**config.mk**
```make
export PLATFORM = sky130hd
export DESIGN_NAME = event_subscription_fanout_table
export DESIGN_NICKNAME = d
export VERILOG_FILES = /design/src/rtl/esft_pkg.sv /design/src/rtl/esft_ram.sv /design/src/rtl/event_subscription_fanout_table.sv
export SDC_FILE = /design/constraint.sdc
export NUM_CORES = 1
export LEC_CHECK = 0
export BUFFER_PORTS_ARGS = -buffer_cell sky130_fd_sc_hd__buf_2
export CORE_MARGIN = 5
export CORE_UTILIZATION = 55
export CTS_CLUSTER_DIAMETER = 60
export DETAILED_ROUTE_END_ITERATION = 6
export HOLD_SLACK_MARGIN = 0.12
export PLACE_DENSITY_LB_ADDON = 0.1
export RECOVER_POWER = 100
export SLEW_MARGIN = 20
export SYNTH_ARGS = -nofsm -noshare
export SYNTH_HDL_FRONTEND = slang
export SYNTH_SLANG_ARGS = --single-unit
```
**constraint.sdc**
```tcl
create_clock -name clk_i -period 6.9 [get_ports clk_i]
set_clock_uncertainty 0.15 [all_clocks]
set_input_delay 0.345 -clock clk_i [delete_from_list [all_inputs] [get_ports clk_i]]
set_output_delay 0.345 -clock clk_i [all_outputs]
set_load 0.02 [all_outputs]
```
**src/rtl/esft_pkg.sv**
```systemverilog
// Shared constants and types of the event subscription fan-out table.
package esft_pkg;

  // Table geometry
  localparam int MaxSubs    = 32;  // table entries, 1..63
  localparam int EventKinds = 12;  // event kinds in use, 1..12
  localparam int ResultCap  = 32;  // deliveries per push at most

  // Field widths
  localparam int IdW   = 16;
  localparam int MaskW = 12;
  localparam int EvW   = 4;
  localparam int KindW = 2;
  localparam int StatW = 2;
  localparam int OccW  = 6;

  localparam int AddrW   = (MaxSubs > 1) ? $clog2(MaxSubs) : 1;
  localparam int CntW    = $clog2(MaxSubs + 1);
  localparam int ResCntW = $clog2(ResultCap);

  localparam logic [MaskW-1:0] KindMask = MaskW'((64'd1 << EventKinds) - 64'd1);

  typedef enum logic [KindW-1:0] {
    KindSub    = 2'd0,
    KindUnsub  = 2'd1,
    KindRemove = 2'd2,
    KindPush   = 2'd3
  } kind_e;

  typedef enum logic [StatW-1:0] {
    StatDone     = 2'd0,
    StatFull     = 2'd1,
    StatNotFound = 2'd2,
    StatIgnored  = 2'd3
  } status_e;

  typedef struct packed {
    logic [MaskW-1:0] mask;
    logic [IdW-1:0]   client;
  } entry_t;

endpackage

```
**src/rtl/esft_ram.sv**
```systemverilog
// Generic single-write, single-read RAM with registered read data.
module esft_ram #(
  parameter int Width = 8,
  parameter int Depth = 16
) (
  input  logic                                         clk_i,
  input  logic                                         we_i,
  input  logic [((Depth > 1) ? $clog2(Depth) : 1)-1:0] waddr_i,
  input  logic [Width-1:0]                             wdata_i,
  input  logic [((Depth > 1) ? $clog2(Depth) : 1)-1:0] raddr_i,
  output logic [Width-1:0]                             rdata_o
);

  logic [Width-1:0] mem_q [Depth];
  logic [Width-1:0] rdata_q;

  always_ff @(posedge clk_i) begin
    if (we_i) begin
      mem_q[waddr_i] <= wdata_i;
    end
    rdata_q <= mem_q[raddr_i];
  end

  assign rdata_o = rdata_q;

endmodule

```
**src/rtl/event_subscription_fanout_table.sv**
```systemverilog
// Top level: subscriber table with subscribe, unsubscribe, remove and push fan-out.
//
// Channel  Dir  tdata (low bit up)                          tuser (low bit up)         tlast
// s_axis   in   client_id[15:0] event_bits[27:16]          kind[1:0]                  -
//               event_id[31:28]
// m_axis   out  deliver_client[15:0] entries_in_use[21:16]  deliver_valid[0]          last
//               zero[23:22]                                 status[2:1]
//
// One beat is taken in, then the table is scanned, one entry per cycle through the
//   single RAM read port unless a stalled m_axis holds a push; a search that misses
//   runs over every entry in use, a hit ends it, and a removal, or an unsubscribe
//   that clears every bit, then fetches the last entry to refill the freed slot.
// s_axis_tready_o is high only while the sequencer is idle.
// Reset clears occupancy and control; table contents stay undefined until written.
// A stalled m_axis holds the scan of a push until the next delivery beat is taken.
module event_subscription_fanout_table
  import esft_pkg::*;
(
  input  logic        clk_i,
  input  logic        rst_ni,
  input  logic        s_axis_tvalid_i,
  output logic        s_axis_tready_o,
  input  logic [31:0] s_axis_tdata_i,   // client_id, event_bits, event_id
  input  logic [1:0]  s_axis_tuser_i,   // kind
  output logic        m_axis_tvalid_o,
  input  logic        m_axis_tready_i,
  output logic [23:0] m_axis_tdata_o,   // deliver_client, entries_in_use, zero pad
  output logic [2:0]  m_axis_tuser_o,   // deliver_valid, status
  output logic        m_axis_tlast_o
);

  typedef enum logic [1:0] {
    StIdle,
    StScan,
    StMove,
    StEmit
  } state_e;

  state_e            state_q, state_d;
  logic [CntW-1:0]   idx_q, idx_d;      // entry whose data sits on the RAM output
  logic [CntW-1:0]   cnt_q, cnt_d;      // entries in use
  logic [AddrW-1:0]  slot_q, slot_d;    // slot freed by a removal
  kind_e             kind_q, kind_d;
  logic [IdW-1:0]    id_q, id_d;
  logic [MaskW-1:0]  bits_q, bits_d;    // already limited to valid kinds
  logic [EvW-1:0]    ev_q, ev_d;
  logic              pend_vld_q, pend_vld_d;  // a match held back until the next is known
  logic [IdW-1:0]    pend_id_q, pend_id_d;
  logic [ResCntW-1:0] nres_q, nres_d;   // deliveries already sent for this push
  status_e           res_stat_q, res_stat_d;

  // output register
  logic              out_vld_q, out_vld_d;
  logic              out_dv_q, out_dv_d;
  logic [IdW-1:0]    out_id_q, out_id_d;
  logic              out_last_q, out_last_d;
  status_e           out_stat_q, out_stat_d;
  logic [OccW-1:0]   out_occ_q, out_occ_d;

  // table RAM
  logic              ram_we;
  logic [AddrW-1:0]  ram_waddr;
  entry_t            ram_wdata;
  logic [AddrW-1:0]  ram_raddr;
  logic [IdW+MaskW-1:0] ram_rdata;
  entry_t            ent;

  logic              out_free;
  logic              idx_ok;
  logic [MaskW-1:0]  in_bits;
  logic [EvW-1:0]    in_ev;
  logic              in_ev_ok;
  logic [MaskW-1:0]  clr_mask;

  assign ent       = entry_t'(ram_rdata);
  assign out_free  = !out_vld_q || m_axis_tready_i;
  assign idx_ok    = idx_q < cnt_q;
  assign in_bits   = s_axis_tdata_i[27:16] & KindMask;
  assign in_ev     = s_axis_tdata_i[31:28];
  assign in_ev_ok  = (32'(in_ev) < EventKinds) && (32'(in_ev) < MaskW);
  assign clr_mask  = ent.mask & ~bits_q;
  assign ram_raddr = idx_d[AddrW-1:0];

  assign s_axis_tready_o = (state_q == StIdle);

  always_comb begin
    state_d    = state_q;
    idx_d      = idx_q;
    cnt_d      = cnt_q;
    slot_d     = slot_q;
    kind_d     = kind_q;
    id_d       = id_q;
    bits_d     = bits_q;
    ev_d       = ev_q;
    pend_vld_d = pend_vld_q;
    pend_id_d  = pend_id_q;
    nres_d     = nres_q;
    res_stat_d = res_stat_q;
    out_vld_d  = out_vld_q;
    out_dv_d   = out_dv_q;
    out_id_d   = out_id_q;
    out_last_d = out_last_q;
    out_stat_d = out_stat_q;
    out_occ_d  = out_occ_q;
    ram_we     = 1'b0;
    ram_waddr  = '0;
    ram_wdata  = '0;

    if (out_vld_q && m_axis_tready_i) begin
      out_vld_d = 1'b0;
    end

    case (state_q)
      StIdle: begin
        if (s_axis_tvalid_i) begin
          kind_d     = kind_e'(s_axis_tuser_i);
          id_d       = s_axis_tdata_i[15:0];
          bits_d     = in_bits;
          ev_d       = in_ev;
          idx_d      = '0;
          pend_vld_d = 1'b0;
          nres_d     = '0;
          res_stat_d = StatDone;
          state_d    = StScan;
          if (kind_e'(s_axis_tuser_i) == KindSub && in_bits == '0) begin
            res_stat_d = StatIgnored;
            state_d    = StEmit;
          end
          if (kind_e'(s_axis_tuser_i) == KindPush && !in_ev_ok) begin
            res_stat_d = StatIgnored;
            state_d    = StEmit;
          end
        end
      end

      StScan: begin
        if (kind_q == KindPush) begin
          if ((pend_vld_q && nres_q == ResCntW'(ResultCap - 1)) || !idx_ok) begin
            // end of scan or result cap reached
            if (pend_vld_q) begin
              if (out_free) begin
                out_vld_d  = 1'b1;
                out_dv_d   = 1'b1;
                out_id_d   = pend_id_q;
                out_last_d = 1'b1;
                out_stat_d = StatDone;
                out_occ_d  = OccW'(cnt_q);
                pend_vld_d = 1'b0;
                state_d    = StIdle;
              end
            end else begin
              res_stat_d = StatDone;
              state_d    = StEmit;
            end
          end else if (ent.mask[ev_q]) begin
            if (!pend_vld_q) begin
              pend_vld_d = 1'b1;
              pend_id_d  = ent.client;
              idx_d      = idx_q + CntW'(1);
            end else if (out_free) begin
              out_vld_d  = 1'b1;
              out_dv_d   = 1'b1;
              out_id_d   = pend_id_q;
              out_last_d = 1'b0;
              out_stat_d = StatDone;
              out_occ_d  = OccW'(cnt_q);
              nres_d     = nres_q + ResCntW'(1);
              pend_id_d  = ent.client;
              idx_d      = idx_q + CntW'(1);
            end
          end else begin
            idx_d = idx_q + CntW'(1);
          end
        end else begin
          if (!idx_ok) begin
            // client absent
            state_d = StEmit;
            if (kind_q == KindSub) begin
              if (cnt_q < CntW'(MaxSubs)) begin
                ram_we           = 1'b1;
                ram_waddr        = cnt_q[AddrW-1:0];
                ram_wdata.mask   = bits_q;
                ram_wdata.client = id_q;
                cnt_d            = cnt_q + CntW'(1);
                res_stat_d       = StatDone;
              end else begin
                res_stat_d = StatFull;
              end
            end else begin
              res_stat_d = StatNotFound;
            end
          end else if (ent.client == id_q) begin
            res_stat_d = StatDone;
            if (kind_q == KindSub) begin
              ram_we           = 1'b1;
              ram_waddr        = idx_q[AddrW-1:0];
              ram_wdata.mask   = ent.mask | bits_q;
              ram_wdata.client = id_q;
              state_d          = StEmit;
            end else if (kind_q == KindRemove || clr_mask == '0) begin
              // drop: fetch the last entry to refill this slot
              cnt_d   = cnt_q - CntW'(1);
              slot_d  = idx_q[AddrW-1:0];
              idx_d   = cnt_q - CntW'(1);
              state_d = StMove;
            end else begin
              ram_we           = 1'b1;
              ram_waddr        = idx_q[AddrW-1:0];
              ram_wdata.mask   = clr_mask;
              ram_wdata.client = id_q;
              state_d          = StEmit;
            end
          end else begin
            idx_d = idx_q + CntW'(1);
          end
        end
      end

      StMove: begin
        ram_we    = 1'b1;
        ram_waddr = slot_q;
        ram_wdata = ent;
        state_d   = StEmit;
      end

      StEmit: begin
        if (out_free) begin
          out_vld_d  = 1'b1;
          out_dv_d   = 1'b0;
          out_id_d   = '0;
          out_last_d = 1'b1;
          out_stat_d = res_stat_q;
          out_occ_d  = OccW'(cnt_q);
          state_d    = StIdle;
        end
      end

      default: begin
        state_d = StIdle;
      end
    endcase
  end

  always_ff @(posedge clk_i or negedge rst_ni) begin
    if (!rst_ni) begin
      state_q    <= StIdle;
      idx_q      <= '0;
      cnt_q      <= '0;
      slot_q     <= '0;
      kind_q     <= KindSub;
      id_q       <= '0;
      bits_q     <= '0;
      ev_q       <= '0;
      pend_vld_q <= 1'b0;
      pend_id_q  <= '0;
      nres_q     <= '0;
      res_stat_q <= StatDone;
      out_vld_q  <= 1'b0;
      out_dv_q   <= 1'b0;
      out_id_q   <= '0;
      out_last_q <= 1'b0;
      out_stat_q <= StatDone;
      out_occ_q  <= '0;
    end else begin
      state_q    <= state_d;
      idx_q      <= idx_d;
      cnt_q      <= cnt_d;
      slot_q     <= slot_d;
      kind_q     <= kind_d;
      id_q       <= id_d;
      bits_q     <= bits_d;
      ev_q       <= ev_d;
      pend_vld_q <= pend_vld_d;
      pend_id_q  <= pend_id_d;
      nres_q     <= nres_d;
      res_stat_q <= res_stat_d;
      out_vld_q  <= out_vld_d;
      out_dv_q   <= out_dv_d;
      out_id_q   <= out_id_d;
      out_last_q <= out_last_d;
      out_stat_q <= out_stat_d;
      out_occ_q  <= out_occ_d;
    end
  end

  esft_ram #(
    .Width (IdW + MaskW),
    .Depth (MaxSubs)
  ) u_table (
    .clk_i   (clk_i),
    .we_i    (ram_we),
    .waddr_i (ram_waddr),
    .wdata_i (ram_wdata),
    .raddr_i (ram_raddr),
    .rdata_o (ram_rdata)
  );

  assign m_axis_tvalid_o = out_vld_q;
  assign m_axis_tdata_o  = {2'b00, out_occ_q, out_id_q};
  assign m_axis_tuser_o  = {out_stat_q, out_dv_q};
  assign m_axis_tlast_o  = out_last_q;

  // occupancy never passes the table size
  a_cnt_bound: assert property (@(posedge clk_i) disable iff (!rst_ni)
    cnt_q <= CntW'(MaxSubs))
    else $error("occupancy above table size");

  // occupancy moves by one entry at most per step
  a_cnt_step: assert property (@(posedge clk_i) disable iff (!rst_ni)
    (cnt_q != $past(cnt_q)) |->
      (cnt_q == $past(cnt_q) + CntW'(1) || cnt_q == $past(cnt_q) - CntW'(1)))
    else $error("occupancy jumped");

  // an accepted beat starts a sequence; no second beat right behind it
  a_one_item: assert property (@(posedge clk_i) disable iff (!rst_ni)
    (s_axis_tvalid_i && s_axis_tready_o) |=> !s_axis_tready_o)
    else $error("second beat taken while busy");

  // a held-back match never survives the end of a push
  a_pend_clear: assert property (@(posedge clk_i) disable iff (!rst_ni)
    (state_q == StIdle) |-> !pend_vld_q)
    else $error("pending delivery lost");

  // every non-delivery beat closes its item
  a_status_last: assert property (@(posedge clk_i) disable iff (!rst_ni)
    (m_axis_tvalid_o && !m_axis_tuser_o[0]) |-> m_axis_tlast_o)
    else $error("status beat without last");

endmodule

```
==> metrics.md <==
| Metric | Value |
|---|---|
| Yosys cell types | `81` |
| CTS root buf | `clkbuf_16` |
| Share of Yosys cell area claimed by the top area cell type | `roughly 62%` |
| Multiplexer share of the synthesized area | `~5.6%` |
| Final hold vios | `0` |
| Tmin final | `6275 ps` |
| Area contributors post-synth | `edfxtp_1 62%, dfrtp_1 6.0%, nand2_1 3.8%` |
| Critical Path Start Type | `register` |
| Slowest cell delay on critical path | `around 1700 ps` |
| Die area | `84,380 um^2` |
| Most frequent cells in the layout | `896 x edfxtp_1, 439 x nand2_1, 175 x nand3_1` |
| DRT Pass-1 Iters | `6` |
| Post-synthesis xor/xnor area fraction | `less than 1%` |
| Yosys reg bits | `a little over 1,000` |
| Final wirelength | `117,600 um` |
| Pin count of the biggest net entering global routing | `between 150 and 200` |
| GR Overflow Total | `0` |
| Cells after synthesis | `3,119` |
| RSZ-0062 raised after global routing | `false` |
| Vias per inst | `6.443` |
| Final setup vio count | `0` |
| Adder-cell area share of the yosys netlist | `0.4916%` |
| Final HPWL DP | `around 70,000 um` |
| Status | `finished, violations left` |
| Placer's final routability congestion estimate | `between 0.8 and 0.9` |
| First-pass GRT wire length | `174,100 um` |
| Post-CTS setup buffers | `0` |
| Final setup margin | `around 630 ps` |
| Fill count | `a little under 6,000` |
| Largest family of logic cells by synthesized area | `compound AO/OA/AOI/OAI gates` |
| Avg Synthesized Cell Area | `approximately 14 um^2` |
| Worst skew pair latency | `about 660 ps` |
| CTS buffer count | `around 100` |
| Family with the most delay on the worst path | `buffers and inverters` |
| CTS tree | `done` |
| Die width | `between 200 and 300 um` |
| Kind of end point of the critical path | `register` |
| Core area | `between 70,000 and 80,000 um^2` |
| PostCTS Resize Cnt | `0` |
| Clock transition at path regs | `~60 ps` |
| Num rows | `a little over 100` |
| Die H | `about 290 um` |
| Vias in the first global route | `27,168` |
| Ys async rst share | `10.12%` |
| Clock sink total | `between 1,000 and 1,500` |
| Rel. slew slack | `-105.0%` |
| Layout cell share with drive strength beyond 1 | `12.04%` |
| Failing checks | `max-capacitance violations, max-slew violations` |
| Synthesized cell area | `about 43,000 um^2` |
| Yosys top cell by area | `edfxtp_1` |
| Max Root-Sink Buffers | `3` |
| Residual DRC | `0` |
| Sequential area share after synthesis | `69.49%` |
| Hold crit path type | `input pin to register` |
| Period utilisation layout | `between 90% and 100%` |
| Fmax | `159.4 MHz` |
| Maxcap violations | `35` |
| Post-synthesis compound-gate area fraction | `about 11%` |
| DR vias | `between 20,000 and 30,000` |
| CTS H-Tree Depth | `3` |
| Actual slew at the worst max-slew pin | `roughly 3100 ps` |
| Worst Path Buf+Inv | `3` |
| Overall routing resource usage | `about 27%` |
| PortBufs | `65` |
| Wire length per cell | `27.19 um` |
| CP required | `between 7000 and 8000 ps` |
| DRT iter0 DRCs | `3,145` |
| YS warnings | `0` |
| PD cells | `532.4 nW/um^2` |
| Max-slew violations | `1,048` |
| Final ANT Viol Nets | `0` |
| I/O pins | `between 60 and 70` |
| DP Worst Slack | `roughly 1100 ps` |
| Synth Area in Simple Gates | `roughly 9.7%` |
| Crit path cell chain | `inv_1 > ha_1 > nand4_1 > o21ai_0 > or2_0 > nor2_1 > xor2_1 > a221oi_4 > clkbuf_1 > nor3_4 > buf_4 > a32oi_1 > o211ai_1` |
| Initial antenna violation count | `2` |
| Synth Flop Type | `edfxtp_1` |
| Hold_buf cts | `39` |
| Syn-to-layout area delta | `12.15%` |
| CP max stage cell | `clkbuf_1` |
| Pleak | `around 17 nW` |
| Initial Util | `55.67%` |
| Critical Path AT | `6620 ps` |
| CP Max Fanout | `31` |
| Worst vdd ir | `a little under 0.0009 V` |
| EDFF count, synth | `around 900` |
| Most common cell after layout, fill and taps aside | `edfxtp_1` |
| Final nets | `around 3,200` |
| TNS Setup | `0 ps` |
| Crit path kind | `register to register` |
-- cells by family (layout without fill, tap and decap cells) --
group | after synthesis | in the layout
buffers and inverters | 255 | 417
adder cells (fa/ha/maj) | 17 | 17
AO/OA/AOI/OAI | 652 | 652
other | 1 | 4
flip-flops | 1028 | 1028
multiplexers | 228 | 228
XOR/XNOR | 29 | 29
AND/OR/NAND/NOR | 909 | 909
-- power by group --
| part | internal, W | switching (W) | total (W) |
|---|---|---|---|
| sequential | 0.00771 | 0.000541 | 0.00825 |
| clock | 0.00333 | 0.00233 | 0.00566 |
| combinational | 0.00379 | 0.00814 | 0.0119 |
-- worst min-delay path: stages --
cell,delay (ps)
dlygate4sd3_1,520
buf_2,90
mux2_2,130
-- cell usage after synthesis (30+ instances only) --
master / count
nor2_1: 92
nand3_1: 175
mux2_2: 83
a32oi_1: 56
clkbuf_1: 122
a221oi_1: 58
buf_2: 64
and2_1: 52
a211o_1: 31
a22oi_1: 78
mux2i_1: 142
and3_1: 36
o21ai_0: 85
o2111ai_1: 57
o211ai_1: 32
nand4_1: 30
dfrtp_1: 104
edfxtp_1: 896
a211oi_1: 32
o31ai_1: 30
nand2_1: 439
a311oi_1: 56
o21a_1: 58
nand2b_1: 30
a21oi_1: 42
-- flip-flops by register name, indices dropped and copies added, names as in the netlist --
signal / count
res_stat_q: 2
idx_q: 6
out_stat_q: 2
cnt_q: 6
id_q: 16
pend_id_q: 16
u_table.mem_q: 896
bits_q: 12
out_dv_q: 1
kind_q: 2
nres_q: 5
out_occ_q: 6
pend_vld_q: 1
state_q: 2
m_axis_tlast_o: 1
ev_q: 4
slot_q: 5
m_axis_tvalid_o: 1
u_table.rdata_o: 28
out_id_q: 16
-- final cells by class --
type / count / area (um^2) / area share (%)
multi-input combinational: 1837 / 12260 / 25.27
antenna: 2 / 5.005 / 0.01031
sequential: 1028 / 30070 / 61.96
clock buffer: 142 / 2908 / 5.992
tap: 1040 / 1301 / 2.681
inverter: 27 / 111.4 / 0.2295
clock inverter: 53 / 564.3 / 1.163
timing repair buffer: 195 / 1306 / 2.692
-- metrics by stage --
stage          hold slack [ps]  power, W  std cells  instance area (um^2)  utilization, %
2_1_floorplan           -100.6   0.01619       3120                 43280               -
5_1_grt                  298.5   0.02708       4323                 48530           62.44
4_1_cts                  271.8   0.02584       4320                 48860           62.87
6_report                 300.3   0.02584       4324                 48530           62.44
3_5_place_dp             142.2   0.02016       4086                 44990           57.89
3_3_place_gp             135.9   0.01993       4083                 44900           57.77
-- routing by layer --
metal  track usage, %  part of all wire [%]  vias up
li1                 -                     -    12231
met1            38.04                    41    14099
met2            41.82                    46     1315
met3            7.176                   9.9      213
met4            8.502                   2.9        0
met5                0                     0        -
-- path summary, 6_finish.rpt --
path / from / end / slack, ps / cells after the start
max: cnt_q[2] / u_table.rdata_o[4] / 630 / 13
min: s_axis_tdata_i[6] / id_q[6] / 300 / 3
max reg2reg: cnt_q[2] / u_table.rdata_o[4] / 630 / 13
min reg2reg: out_id_q[5] / out_id_q[5] / 330 / 2
max in group asynchronous: rst_ni / id_q[11] / 2130 / 5
min in group asynchronous: rst_ni / cnt_q[3] / 1020 / 4
Power figures use the tool's default switching activity.
